===== src/rtl/core/lpfde_pkg.sv =====
// package for the led pixel fade and dither engine
// types, constants and helper functions shared by controller, datapath and top level
// no dependencies
`default_nettype none

package lpfde_pkg;

	localparam logic [1:0] REQ_RESTART = 2'd0;
	localparam logic [1:0] REQ_TICK    = 2'd1;
	localparam logic [1:0] REQ_READ    = 2'd2;

	localparam logic [31:0] SEED_RESET  = 32'h1625A5C3;
	localparam logic [5:0]  SPEED_SPAN  = 6'd19;
	localparam logic [13:0] RECIP19     = 14'd13798;
	localparam logic [7:0]  RESIDUE_MUL = 8'd73;
	localparam logic signed [17:0] Q8_TOP = 18'sd65280;
	localparam logic [7:0]  LEVEL_MAX   = 8'd255;

	localparam int PIX_CNT_W = 13;
	localparam int COL_W     = 6;
	localparam int ROW_W     = 8;
	localparam int IDX_W     = 14;
	localparam int DIGIT_W   = 1;
	localparam logic [DIGIT_W-1:0] DIGIT_LAST = 1'b1;

	typedef struct packed {
		logic [1:0] req_type;
		logic [7:0] row_index;
	} request_t;

	typedef struct packed {
		logic [7:0] pixel_level;
		logic [5:0] column_index;
		logic       last_in_row;
	} result_t;

	typedef struct packed {
		logic [15:0] level;
		logic [10:0] rate;
		logic [7:0]  residue;
		logic [7:0]  shown;
	} pix_word_t;

	typedef struct packed {
		logic                 walk_load;
		logic                 draw_start;
		logic                 draw_speed;
		logic                 mod_step;
		logic                 walk_write;
		logic                 tick_rd;
		logic                 line_rd;
		logic                 line_last;
		logic [PIX_CNT_W-1:0] pix;
		logic [COL_W-1:0]     col;
		logic [ROW_W-1:0]     row;
	} cmd_t;

	function automatic logic [31:0] shuffle32(input logic [31:0] w);
		logic [31:0] a;
		logic [31:0] b;
		a = w ^ (w << 13);
		b = a ^ (a >> 17);
		return b ^ (b << 5);
	endfunction

	// rounded speed * 25.6 for speed = 6 + rem
	function automatic logic [10:0] speed_mag(input logic [4:0] rem);
		logic [10:0] m;
		unique case (rem)
			5'd0:    m = 11'd154;
			5'd1:    m = 11'd179;
			5'd2:    m = 11'd205;
			5'd3:    m = 11'd230;
			5'd4:    m = 11'd256;
			5'd5:    m = 11'd282;
			5'd6:    m = 11'd307;
			5'd7:    m = 11'd333;
			5'd8:    m = 11'd358;
			5'd9:    m = 11'd384;
			5'd10:   m = 11'd410;
			5'd11:   m = 11'd435;
			5'd12:   m = 11'd461;
			5'd13:   m = 11'd486;
			5'd14:   m = 11'd512;
			5'd15:   m = 11'd538;
			5'd16:   m = 11'd563;
			5'd17:   m = 11'd589;
			5'd18:   m = 11'd614;
			default: m = 11'd0;
		endcase
		return m;
	endfunction

endpackage

`default_nettype wire


===== src/rtl/core/lpfde_ctrl.sv =====
// controller state machine for the led pixel fade and dither engine
// sequences restart walks, tick passes and row reads; uses lpfde_pkg
`default_nettype none

module lpfde_ctrl #(
	parameter int ROW_PIXELS  = 16,
	parameter int ROW_COUNT   = 8,
	parameter int PIXEL_TOTAL = 128
) (
	input  wire                      clk,
	input  wire                      arst_n,
	input  wire                      start,
	input  wire lpfde_pkg::request_t request,
	output logic                     busy,
	output lpfde_pkg::cmd_t          cmd
);

	typedef enum logic [7:0] {
		S_IDLE    = 8'b0000_0001,
		S_W_LOAD  = 8'b0000_0010,
		S_W_START = 8'b0000_0100,
		S_W_SPEED = 8'b0000_1000,
		S_W_MOD   = 8'b0001_0000,
		S_W_WRITE = 8'b0010_0000,
		S_T_RUN   = 8'b0100_0000,
		S_R_RUN   = 8'b1000_0000
	} state_t;

	state_t state_q;
	logic [lpfde_pkg::PIX_CNT_W-1:0] pix_q;
	logic [lpfde_pkg::DIGIT_W-1:0]   digit_q;
	logic [lpfde_pkg::COL_W-1:0]     col_q;
	logic [lpfde_pkg::ROW_W-1:0]     row_q;
	logic pix_last;
	logic col_last;

	assign pix_last = (pix_q == lpfde_pkg::PIX_CNT_W'(PIXEL_TOTAL - 1));
	assign col_last = (col_q == lpfde_pkg::COL_W'(ROW_PIXELS - 1));
	assign busy     = (state_q != S_IDLE);

	always_ff @(posedge clk or negedge arst_n) begin
		if (!arst_n) begin
			state_q <= S_W_LOAD;
			pix_q   <= '0;
			digit_q <= '0;
			col_q   <= '0;
			row_q   <= '0;
		end else begin
			unique case (state_q)
				S_IDLE: begin
					if (start) begin
						priority if (request.req_type == lpfde_pkg::REQ_RESTART) begin
							state_q <= S_W_LOAD;
						end else if (request.req_type == lpfde_pkg::REQ_TICK) begin
							state_q <= S_T_RUN;
							pix_q   <= '0;
						end else if (request.req_type == lpfde_pkg::REQ_READ &&
								request.row_index < lpfde_pkg::ROW_W'(ROW_COUNT)) begin
							state_q <= S_R_RUN;
							col_q   <= '0;
							row_q   <= request.row_index;
						end else begin
							state_q <= S_IDLE;
						end
					end
				end
				S_W_LOAD: begin
					pix_q   <= '0;
					state_q <= S_W_START;
				end
				S_W_START: begin
					state_q <= S_W_SPEED;
				end
				S_W_SPEED: begin
					digit_q <= '0;
					state_q <= S_W_MOD;
				end
				S_W_MOD: begin
					digit_q <= digit_q + 1'b1;
					if (digit_q == lpfde_pkg::DIGIT_LAST) begin
						state_q <= S_W_WRITE;
					end
				end
				S_W_WRITE: begin
					if (pix_last) begin
						state_q <= S_IDLE;
					end else begin
						pix_q   <= pix_q + 1'b1;
						state_q <= S_W_START;
					end
				end
				S_T_RUN: begin
					pix_q <= pix_q + 1'b1;
					if (pix_last) begin
						state_q <= S_IDLE;
					end
				end
				S_R_RUN: begin
					col_q <= col_q + 1'b1;
					if (col_last) begin
						state_q <= S_IDLE;
					end
				end
				default: state_q <= S_IDLE;
			endcase
		end
	end

	always_comb begin
		cmd            = '0;
		cmd.pix        = pix_q;
		cmd.col        = col_q;
		cmd.row        = row_q;
		cmd.line_last  = col_last;
		cmd.walk_load  = (state_q == S_W_LOAD);
		cmd.draw_start = (state_q == S_W_START);
		cmd.draw_speed = (state_q == S_W_SPEED);
		cmd.mod_step   = (state_q == S_W_MOD);
		cmd.walk_write = (state_q == S_W_WRITE);
		cmd.tick_rd    = (state_q == S_T_RUN);
		cmd.line_rd    = (state_q == S_R_RUN);
	end

endmodule

`default_nettype wire


===== config.mk =====
export PLATFORM = sky130hd
export DESIGN_NAME = lpfde_ctrl
export DESIGN_NICKNAME = d
export VERILOG_FILES = /design/src/rtl/core/lpfde_pkg.sv /design/src/rtl/core/lpfde_ctrl.sv
export SDC_FILE = /design/constraint.sdc
export NUM_CORES = 1
export LEC_CHECK = 0
export ABC_AREA = 1
export BUFFER_PORTS_ARGS = -buffer_cell sky130_fd_sc_hd__buf_2
export CAP_MARGIN = 5
export CORE_MARGIN = 2
export CORE_UTILIZATION = 57
export DETAILED_ROUTE_END_ITERATION = 8
export GPL_TIMING_DRIVEN = 0
export PLACE_DENSITY = 0.91
export REMOVE_ABC_BUFFERS = 1
export SETUP_SLACK_MARGIN = 0.02
export SLEW_MARGIN = 25
export SYNTH_ARGS = -nofsm -noshare
export SYNTH_HDL_FRONTEND = slang
export SYNTH_SLANG_ARGS = --single-unit

===== constraint.sdc =====
create_clock -name clk -period 3.6 [get_ports clk]
set_input_delay 0.72 -clock clk [delete_from_list [all_inputs] [get_ports clk]]
set_output_delay 0.72 -clock clk [all_outputs]
set_load 0.005 [all_outputs]

==> results.py, run 1 <==
metrics = {
    "clock_network": {
        "root_buffer": "clkbuf_4",
        "clockBufferDepth": 2,
        "ctsResizeCount": 0,
        "clock_latency_ns": 0.34,
        "clock-sinks": 36,
        "cts_tree": "yes",
        "htreeDepth": 2,
        "hold_buffers": 0,
        "clk_pin_slew_ns": 0.12,
        "post-cts-setup-buffers": 0,
        "cts_buffers": 5,
    },
    "place": {
        "hpwl_microns": 3189,
        "pre_cts_slack_ns": 1.479,
        "io_buffers": 48,
        "place_congestion": 0.8505,
    },
    "detailed_routing": {
        "drc": 0,
        "first_iter_violations": 82,
        "first_pass_iters": 4,
        "vias_per_cell": 5.238,
        "totalWireLength_microns": 4304,
        "drtAntennaViolNets": 0,
        "wl_per_cell_microns": 11.39,
        "num_vias": 1980,
    },
    "power": {
        "p_leak_nw": 1.390,
        "p_sw_frac": 0.4028,
        "internal-power_mw": 0.7566,
        "vdd_ir_drop_max_v": 0.0003444,
        "p_per_area_mw_per_mm2": 533.5,
        "pwr-share-clk": 0.226,
        "p_seq_frac": 0.397,
        "switching_power_mw": 0.5104,
        "combPwrFrac": 0.377,
    },
    "global_route": {
        "first_global_vias": 1836,
        "grt_pass1_wl_microns": 7652,
        "track_usage": 0.2398,
        "overflow": 0,
        "met2_usage": 0.4171,
        "grt_max_degree": 37,
        "use_met1": 0.2874,
        "top_usage_layer": "met2",
        "grt_use_met3": 0.05893,
        "antenna_found_initial": 0,
    },
    "critical_path": {
        "worstPathMaxFanout": 6,
        "cp.required_ns": 2.88,
        "critPathKind": "reg -> out",
        "crit_chain": "nor2_2 -> nor3b_1 -> nand2_1 -> inv_1 -> buf_2",
        "arrival_ns": 1.83,
        "crit_path_start_kind": "register",
        "end_kind": "output pin",
        "cpMaxStageDelayCell": "dfrtp_1",
        "max_stage_delay_ns": 0.43,
    },
    "synthesis": {
        "synth_top_area_share": 0.4334,
        "synth_cells": 279,
        "yosys.area.top_type": "dfrtp_1",
        "yosysWarnings": 0,
        "yosysMostFrequentCell": "nand2_1",
        "synth_top_flop_cell": "dfrtp_1",
        "async_flop_share": 1.000,
        "ys_seq_area_frac": 0.4464,
        "ys_types": 29,
        "ys_seq_elements": 36,
        "synthTopCellsByCount": "nand2_1, inv_1, dfrtp_1, nor2_1, nand3_1",
        "syn_avg_cell_area_sq_um": 7.243,
        "syn-cell-area_sq_mm": 0.002021,
        "synth_edf_count": 0,
        "synthTopCellsByArea": "dfrtp_1, nand2_1, nand3_1",
    },
    "timing": {
        "fin_skew_ns": 0.007817,
        "final_max_slew_viol_count": 0,
        "finalSetupViolCount": 0,
        "fmax_mhz": 391.7,
        "slew_headroom": 0.4760,
        "post-route-min-period_ns": 2.553,
        "setup_ws_ns": 1.047,
        "post-route-period-util": 0.7091,
        "timing.hold.ws_ns": 0.4408,
        "hold_viol_final": 0,
        "tightest_slew_ns": 0.7859,
        "rsz0062_at_grt": "no",
        "setup_tns_ns": 0,
    },
    "finish": {
        "fill_cells": 305,
        "post-route-util": 0.7061,
        "antenna_cells": 0,
        "areaGrowthSynthToFinish_pct": 17.52,
        "fin_nets": 346,
        "drive_above_1_share": 0.2349,
    },
    "die": {
        "fp-row-count": 21,
        "io_pins": 49,
        "fp.dieH_microns": 63.54,
        "die_x_microns": 63.54,
        "initial_core_util": 0.6008,
        "dieArea_sq_mm": 0.004037,
        "fp.coreArea_sq_mm": 0.003363,
    },
    "outcome": {
        "outcome": "finished, final reports clean",
    },
    "job": {
        "drv_cap": 0,
    },
    "hold_path": {
        "hp-class": "in -> async",
    },
}
## power groups by stage
stage	Sequential, mW	Combinational [mW]	Clock (mW)
after detailed placement	0.510	0.478	0
after global routing	0.511	0.547	0.311
after global placement	0.507	0.464	0
after CTS	0.503	0.480	0.291
final	0.503	0.477	0.287
after floorplan	0.506	0.341	0
## worst max-delay path: cells and delay by family (launching register included)
family / cells / cell delay (ns)
and+or+nand+nor: 3 / 0.70
DFF: 1 / 0.43
buffers and inverters: 2 / 0.36
## flip-flops by register name, indices dropped and copies added, names as in the netlist
signal and flops:
pix_q 13, digit_q 1, state_q 8, row_q 8, col_q 6
## layout by cell type (no fill, tap or decap)
master / n
buf_2: 48
o21ai_0: 15
o21bai_1: 1
nor2_2: 6
clkinvlp_4: 1
clkbuf_4: 5
nor3b_1: 1
inv_2: 1
nand3_2: 1
dfstp_2: 1
bufinv_16: 1
a21o_1: 1
xor2_1: 1
nor2_1: 35
nand4_1: 5
o211ai_1: 1
inv_1: 38
clkinv_1: 1
nand2_2: 5
nand2_4: 1
dfrtp_1: 35
o21ai_2: 1
ha_1: 2
nand3_1: 30
nand2_1: 79
nor2_4: 2
nor3_1: 5
nand3b_1: 2
a21oi_1: 2
or2_2: 4
clkinv_2: 1
## stage by stage
stage	instance area, sq um	power [mW]	cells
floorplan	1997	0.8467	276
global placement	2295	0.9712	370
detailed placement	2295	0.9876	370
CTS	2375	1.274	378
global route	2375	1.369	378
finish	2375	1.267	378
## routing by layer
| metal | up-vias | routed length, microns |
|---|---|---|
| li1 | 978 | - |
| met1 | 931 | 1851 |
| met2 | 62 | 2102 |
| met3 | 9 | 285 |
| met4 | 0 | 65 |
| met5 | - | 0 |
## path summary, 6_finish.rpt
| kind | start | slack (ns) | to | cells after the start |
|---|---|---|---|---|
| max | state_q[4] | 1.05 | cmd[28] | 5 |
| min | arst_n | 0.44 | state_q[4] | 1 |
| max in group asynchronous | arst_n | 2.66 | col_q[0] | 1 |
| min reg2reg | row_q[4] | 0.48 | row_q[4] | 2 |
| min in group clk | row_q[4] | 0.48 | row_q[4] | 2 |
| max reg2reg | state_q[1] | 1.85 | pix_q[6] | 7 |
## cells by family (layout without fill, tap and decap cells)
kind of cell,Yosys count,in the layout,synth area share
and+or+nand+nor,176,176,0.3932
adders and majority gates,2,2,0.01238
AOI/OAI and AO/OA,21,21,0.05759
DFF,36,36,0.4464
xor gates and xnor gates,1,1,0.004335
buffers and inverters,43,96,0.08606
## layout make-up
cell class              count  area [sq um]  share of cell area
clock buffers               5         37.54             0.01581
inverters                  40         150.1             0.06322
repair buffers             48         240.2              0.1012
clock inverters             3         42.54             0.01791
flip-flops and latches     36         902.1              0.3799
well taps                  46         57.56             0.02424
multi-input cells         200         944.7              0.3978
(Power assumes the default switching activity.)
==> run 2: changes to the inputs <==
--- a/config.mk
+++ b/config.mk
@@ -5,14 +5,14 @@
 export SDC_FILE = /design/constraint.sdc
 export NUM_CORES = 1
 export LEC_CHECK = 0
-export ABC_AREA = 1
+export ABC_AREA = 0
 export BUFFER_PORTS_ARGS = -buffer_cell sky130_fd_sc_hd__buf_2
 export CAP_MARGIN = 5
 export CORE_MARGIN = 2
-export CORE_UTILIZATION = 57
+export CORE_UTILIZATION = 53
 export DETAILED_ROUTE_END_ITERATION = 8
 export GPL_TIMING_DRIVEN = 0
-export PLACE_DENSITY = 0.91
+export PLACE_DENSITY = 0.86
 export REMOVE_ABC_BUFFERS = 1
 export SETUP_SLACK_MARGIN = 0.02
 export SLEW_MARGIN = 25
==> constraint.sdc (replaced) <==
create_clock -name clk -period 2.55 [get_ports clk]
set_input_delay 0.51 -clock clk [delete_from_list [all_inputs] [get_ports clk]]
set_output_delay 0.51 -clock clk [all_outputs]
set_load 0.005 [all_outputs]
==> run 2 against run 1 <==
  * Routed wire length is 0.26% lower
  * Final cell count is 22% lower
  * Cell area is 0.58% lower
  * Synthesized cell count is 28% lower
  * First-iteration DRC count is 110% higher
  * Via count is 12% lower
  * Clock skew is 0.0031 ns lower
  * Critical endpoint is now pix_q[2]
  * Clock-buffer cell count stayed put
  * Critical path depth stayed put
==> results.py, run 2 <==
metrics = {
    "synthesis": {
        "synth_edf_count": 0,
        "async_flop_share": 1.000,
        "syn-cell-area_sq_mm": 0.002027,
        "synthTopCellsByArea": "dfrtp_1, nor2_1, nand3_1",
        "yosysWarnings": 0,
        "synth_top_area_share": 0.4321,
        "synth_top_flop_cell": "dfrtp_1",
        "synth_cells": 200,
        "yosysMostFrequentCell": "dfrtp_1",
        "ys_seq_area_frac": 0.4451,
        "ys_types": 56,
        "yosys.area.top_type": "dfrtp_1",
        "synthTopCellsByCount": "dfrtp_1, nor2_1, nand3_1, nand2_1, nor2b_1",
        "syn_avg_cell_area_sq_um": 10.13,
        "ys_seq_elements": 36,
    },
    "critical_path": {
        "worstPathMaxFanout": 10,
        "crit_chain": "nor3_2 -> and3_1 -> a21oi_1 -> or3_1 -> a221o_1",
        "max_stage_delay_ns": 0.55,
        "end_kind": "register",
        "cp.required_ns": 2.74,
        "arrival_ns": 2.49,
        "regToRegSetupSlack_ns": 0.25,
        "critPathKind": "reg -> reg",
        "crit_path_start_kind": "register",
        "cpMaxStageDelayCell": "or3_1",
    },
    "clock_network": {
        "clock-sinks": 36,
        "htreeDepth": 2,
        "clk_pin_slew_ns": 0.08,
        "clockBufferDepth": 2,
        "cts_buffers": 5,
        "clock_latency_ns": 0.30,
        "hold_buffers": 0,
        "cts_tree": "yes",
        "root_buffer": "clkbuf_8",
    },
    "finish": {
        "antenna_cells": 0,
        "areaGrowthSynthToFinish_pct": 16.48,
        "fill_cells": 316,
        "final_cell_area_sq_mm": 0.002361,
        "largest-register": "pix_q",
        "final_cell_mix": "buf_2, dfrtp_1, nor2_1",
        "layout_commonest_cell": "buf_2",
        "drive_above_1_share": 0.3401,
        "fin_nets": 261,
        "largest_register_ff_count": 13,
        "top_regs": "pix_q x13, row_q x8, state_q x8",
    },
    "die": {
        "fp.coreArea_sq_mm": 0.003661,
        "fp-row-count": 22,
        "fp.dieH_microns": 65.84,
        "dieArea_sq_mm": 0.004335,
        "die_x_microns": 65.84,
        "io_pins": 49,
        "initial_core_util": 0.5537,
    },
    "power": {
        "switching_power_mw": 0.7047,
        "p_seq_frac": 0.404,
        "p_per_area_mw_per_mm2": 818.3,
        "p_sw_frac": 0.3647,
        "p_leak_nw": 1.204,
        "vdd_ir_drop_max_v": 0.0007624,
        "internal-power_mw": 1.227,
        "pwr-share-clk": 0.262,
        "combPwrFrac": 0.333,
    },
    "timing": {
        "post-route-period-util": 0.9024,
        "timing.hold.ws_ns": 0.2952,
        "finalSetupViolCount": 0,
        "fmax_mhz": 434.6,
        "post-route-min-period_ns": 2.301,
        "tightest_slew_ns": 0.7859,
        "slew_headroom": 0.4761,
        "rsz0062_at_grt": "no",
        "hold_viol_final": 0,
        "final_max_slew_viol_count": 0,
        "fin_skew_ns": 0.004714,
        "setup_tns_ns": 0,
    },
    "detailed_routing": {
        "wl_per_cell_microns": 14.55,
        "wl_met3_microns": 290,
        "wl_met1_microns": 1882,
        "wl_met2_microns": 2056,
        "totalWireLength_microns": 4293,
        "top_layer": "met4",
        "drc": 0,
        "num_vias": 1737,
        "first_pass_iters": 4,
        "vias_per_cell": 5.888,
        "drtAntennaViolNets": 0,
        "first_iter_violations": 176,
    },
    "place": {
        "hpwl_microns": 3002,
        "placed_cell_area_sq_mm": 0.002225,
        "io_buffers": 48,
        "place_congestion": 0.8048,
    },
    "global_route": {
        "first_global_vias": 1599,
        "antenna_found_initial": 0,
        "grt_max_degree": 37,
        "grt_pass1_wl_microns": 7341,
        "overflow": 0,
        "track_usage": 0.2209,
    },
    "hold_path": {
        "hp-class": "in -> async",
    },
    "job": {
        "drv_cap": 0,
    },
    "outcome": {
        "outcome": "finished, final reports clean",
    },
}
run 2: cell count changes in the layout (fill, tap and decap cells not counted), sizes merged, moves of 4 or more:
cell,previous run,this run
nor2,43,19
and3,0,5
mux2,0,4
nand2b,0,4
nand2,85,8
o21ai,16,6
nand3,31,14
xor2,1,6
a21o,1,6
inv,39,6
nor4,0,6
nor2b,0,8
run 2: layer usage:
| metal | vias to the layer above | GRT usage |
|---|---|---|
| li1 | 822 | - |
| met2 | 63 | 0.3561 |
| met5 | - | 0 |
| met4 | 0 | 0.04948 |
| met1 | 845 | 0.2925 |
| met3 | 7 | 0.06814 |
run 2: stage by stage:
stage / total power, mW / utilization / worst slack [ns] / std cells
after detailed placement: 1.413 / 0.6077 / 0.1692 / 285
after global placement: 1.400 / 0.6077 / 0.1653 / 285
final: 1.932 / 0.6449 / 0.2489 / 295
after CTS: 1.924 / 0.6381 / 0.1084 / 293
after floorplan: 1.198 / - / 0.4406 / 189
after global routing: 2.058 / 0.6449 / 0.1288 / 295
run 2: timing repair:
item,in CTS,in global routing
buffers inserted,0,2
resized for setup,0,2
endpoints found under the setup margin,0,4
run 2: layout make-up:
cell class	instances	area, sq um	share of cell area
multi-input combinational	147	1010	0.4277
timing repair buffer	50	255.2	0.1081
tap	48	60.06	0.02544
clock inverter	3	42.54	0.01802
sequential	36	902.1	0.3821
clock buffer	5	68.82	0.02915
inverter	6	22.52	0.009539
run 2: worst paths after layout:
kind	startpoint	end	cells after the start
max in group asynchronous	arst_n	col_q[2]	1
setup / recovery	state_q[3]	pix_q[2]	5
setup reg to reg	state_q[3]	pix_q[2]	5
hold reg to reg	row_q[5]	row_q[5]	1
hold / removal	arst_n	state_q[7]	1
min in group clk	request[8]	state_q[1]	2
run 2: kinds of logic (layout without fill, tap and decap cells):
family | Yosys count | count (layout) | synth area share
multiplexers | 6 | 6 | 0.03210
AND/OR/NAND/NOR | 97 | 97 | 0.2858
flip-flops | 36 | 36 | 0.4451
AO/OA/AOI/OAI | 34 | 34 | 0.1284
adder cells (fa/ha/maj) | 2 | 2 | 0.01234
XOR/XNOR | 8 | 8 | 0.03457
buffers and inverters | 17 | 64 | 0.06173
run 2: power by group through the flow:
stage	combinational, mW	sequential [mW]	clock, mW
global route	0.716	0.800	0.541
global placement	0.617	0.783	0
CTS	0.634	0.777	0.513
finish	0.644	0.781	0.507
floorplan	0.429	0.769	0
detailed placement	0.627	0.785	0
run 2: worst max-delay path, delay by kind of cell, from the launching register on:
family          cells  cell delay [ns]
compound gates      2             0.49
flops               1             0.52
simple gates        3             1.17
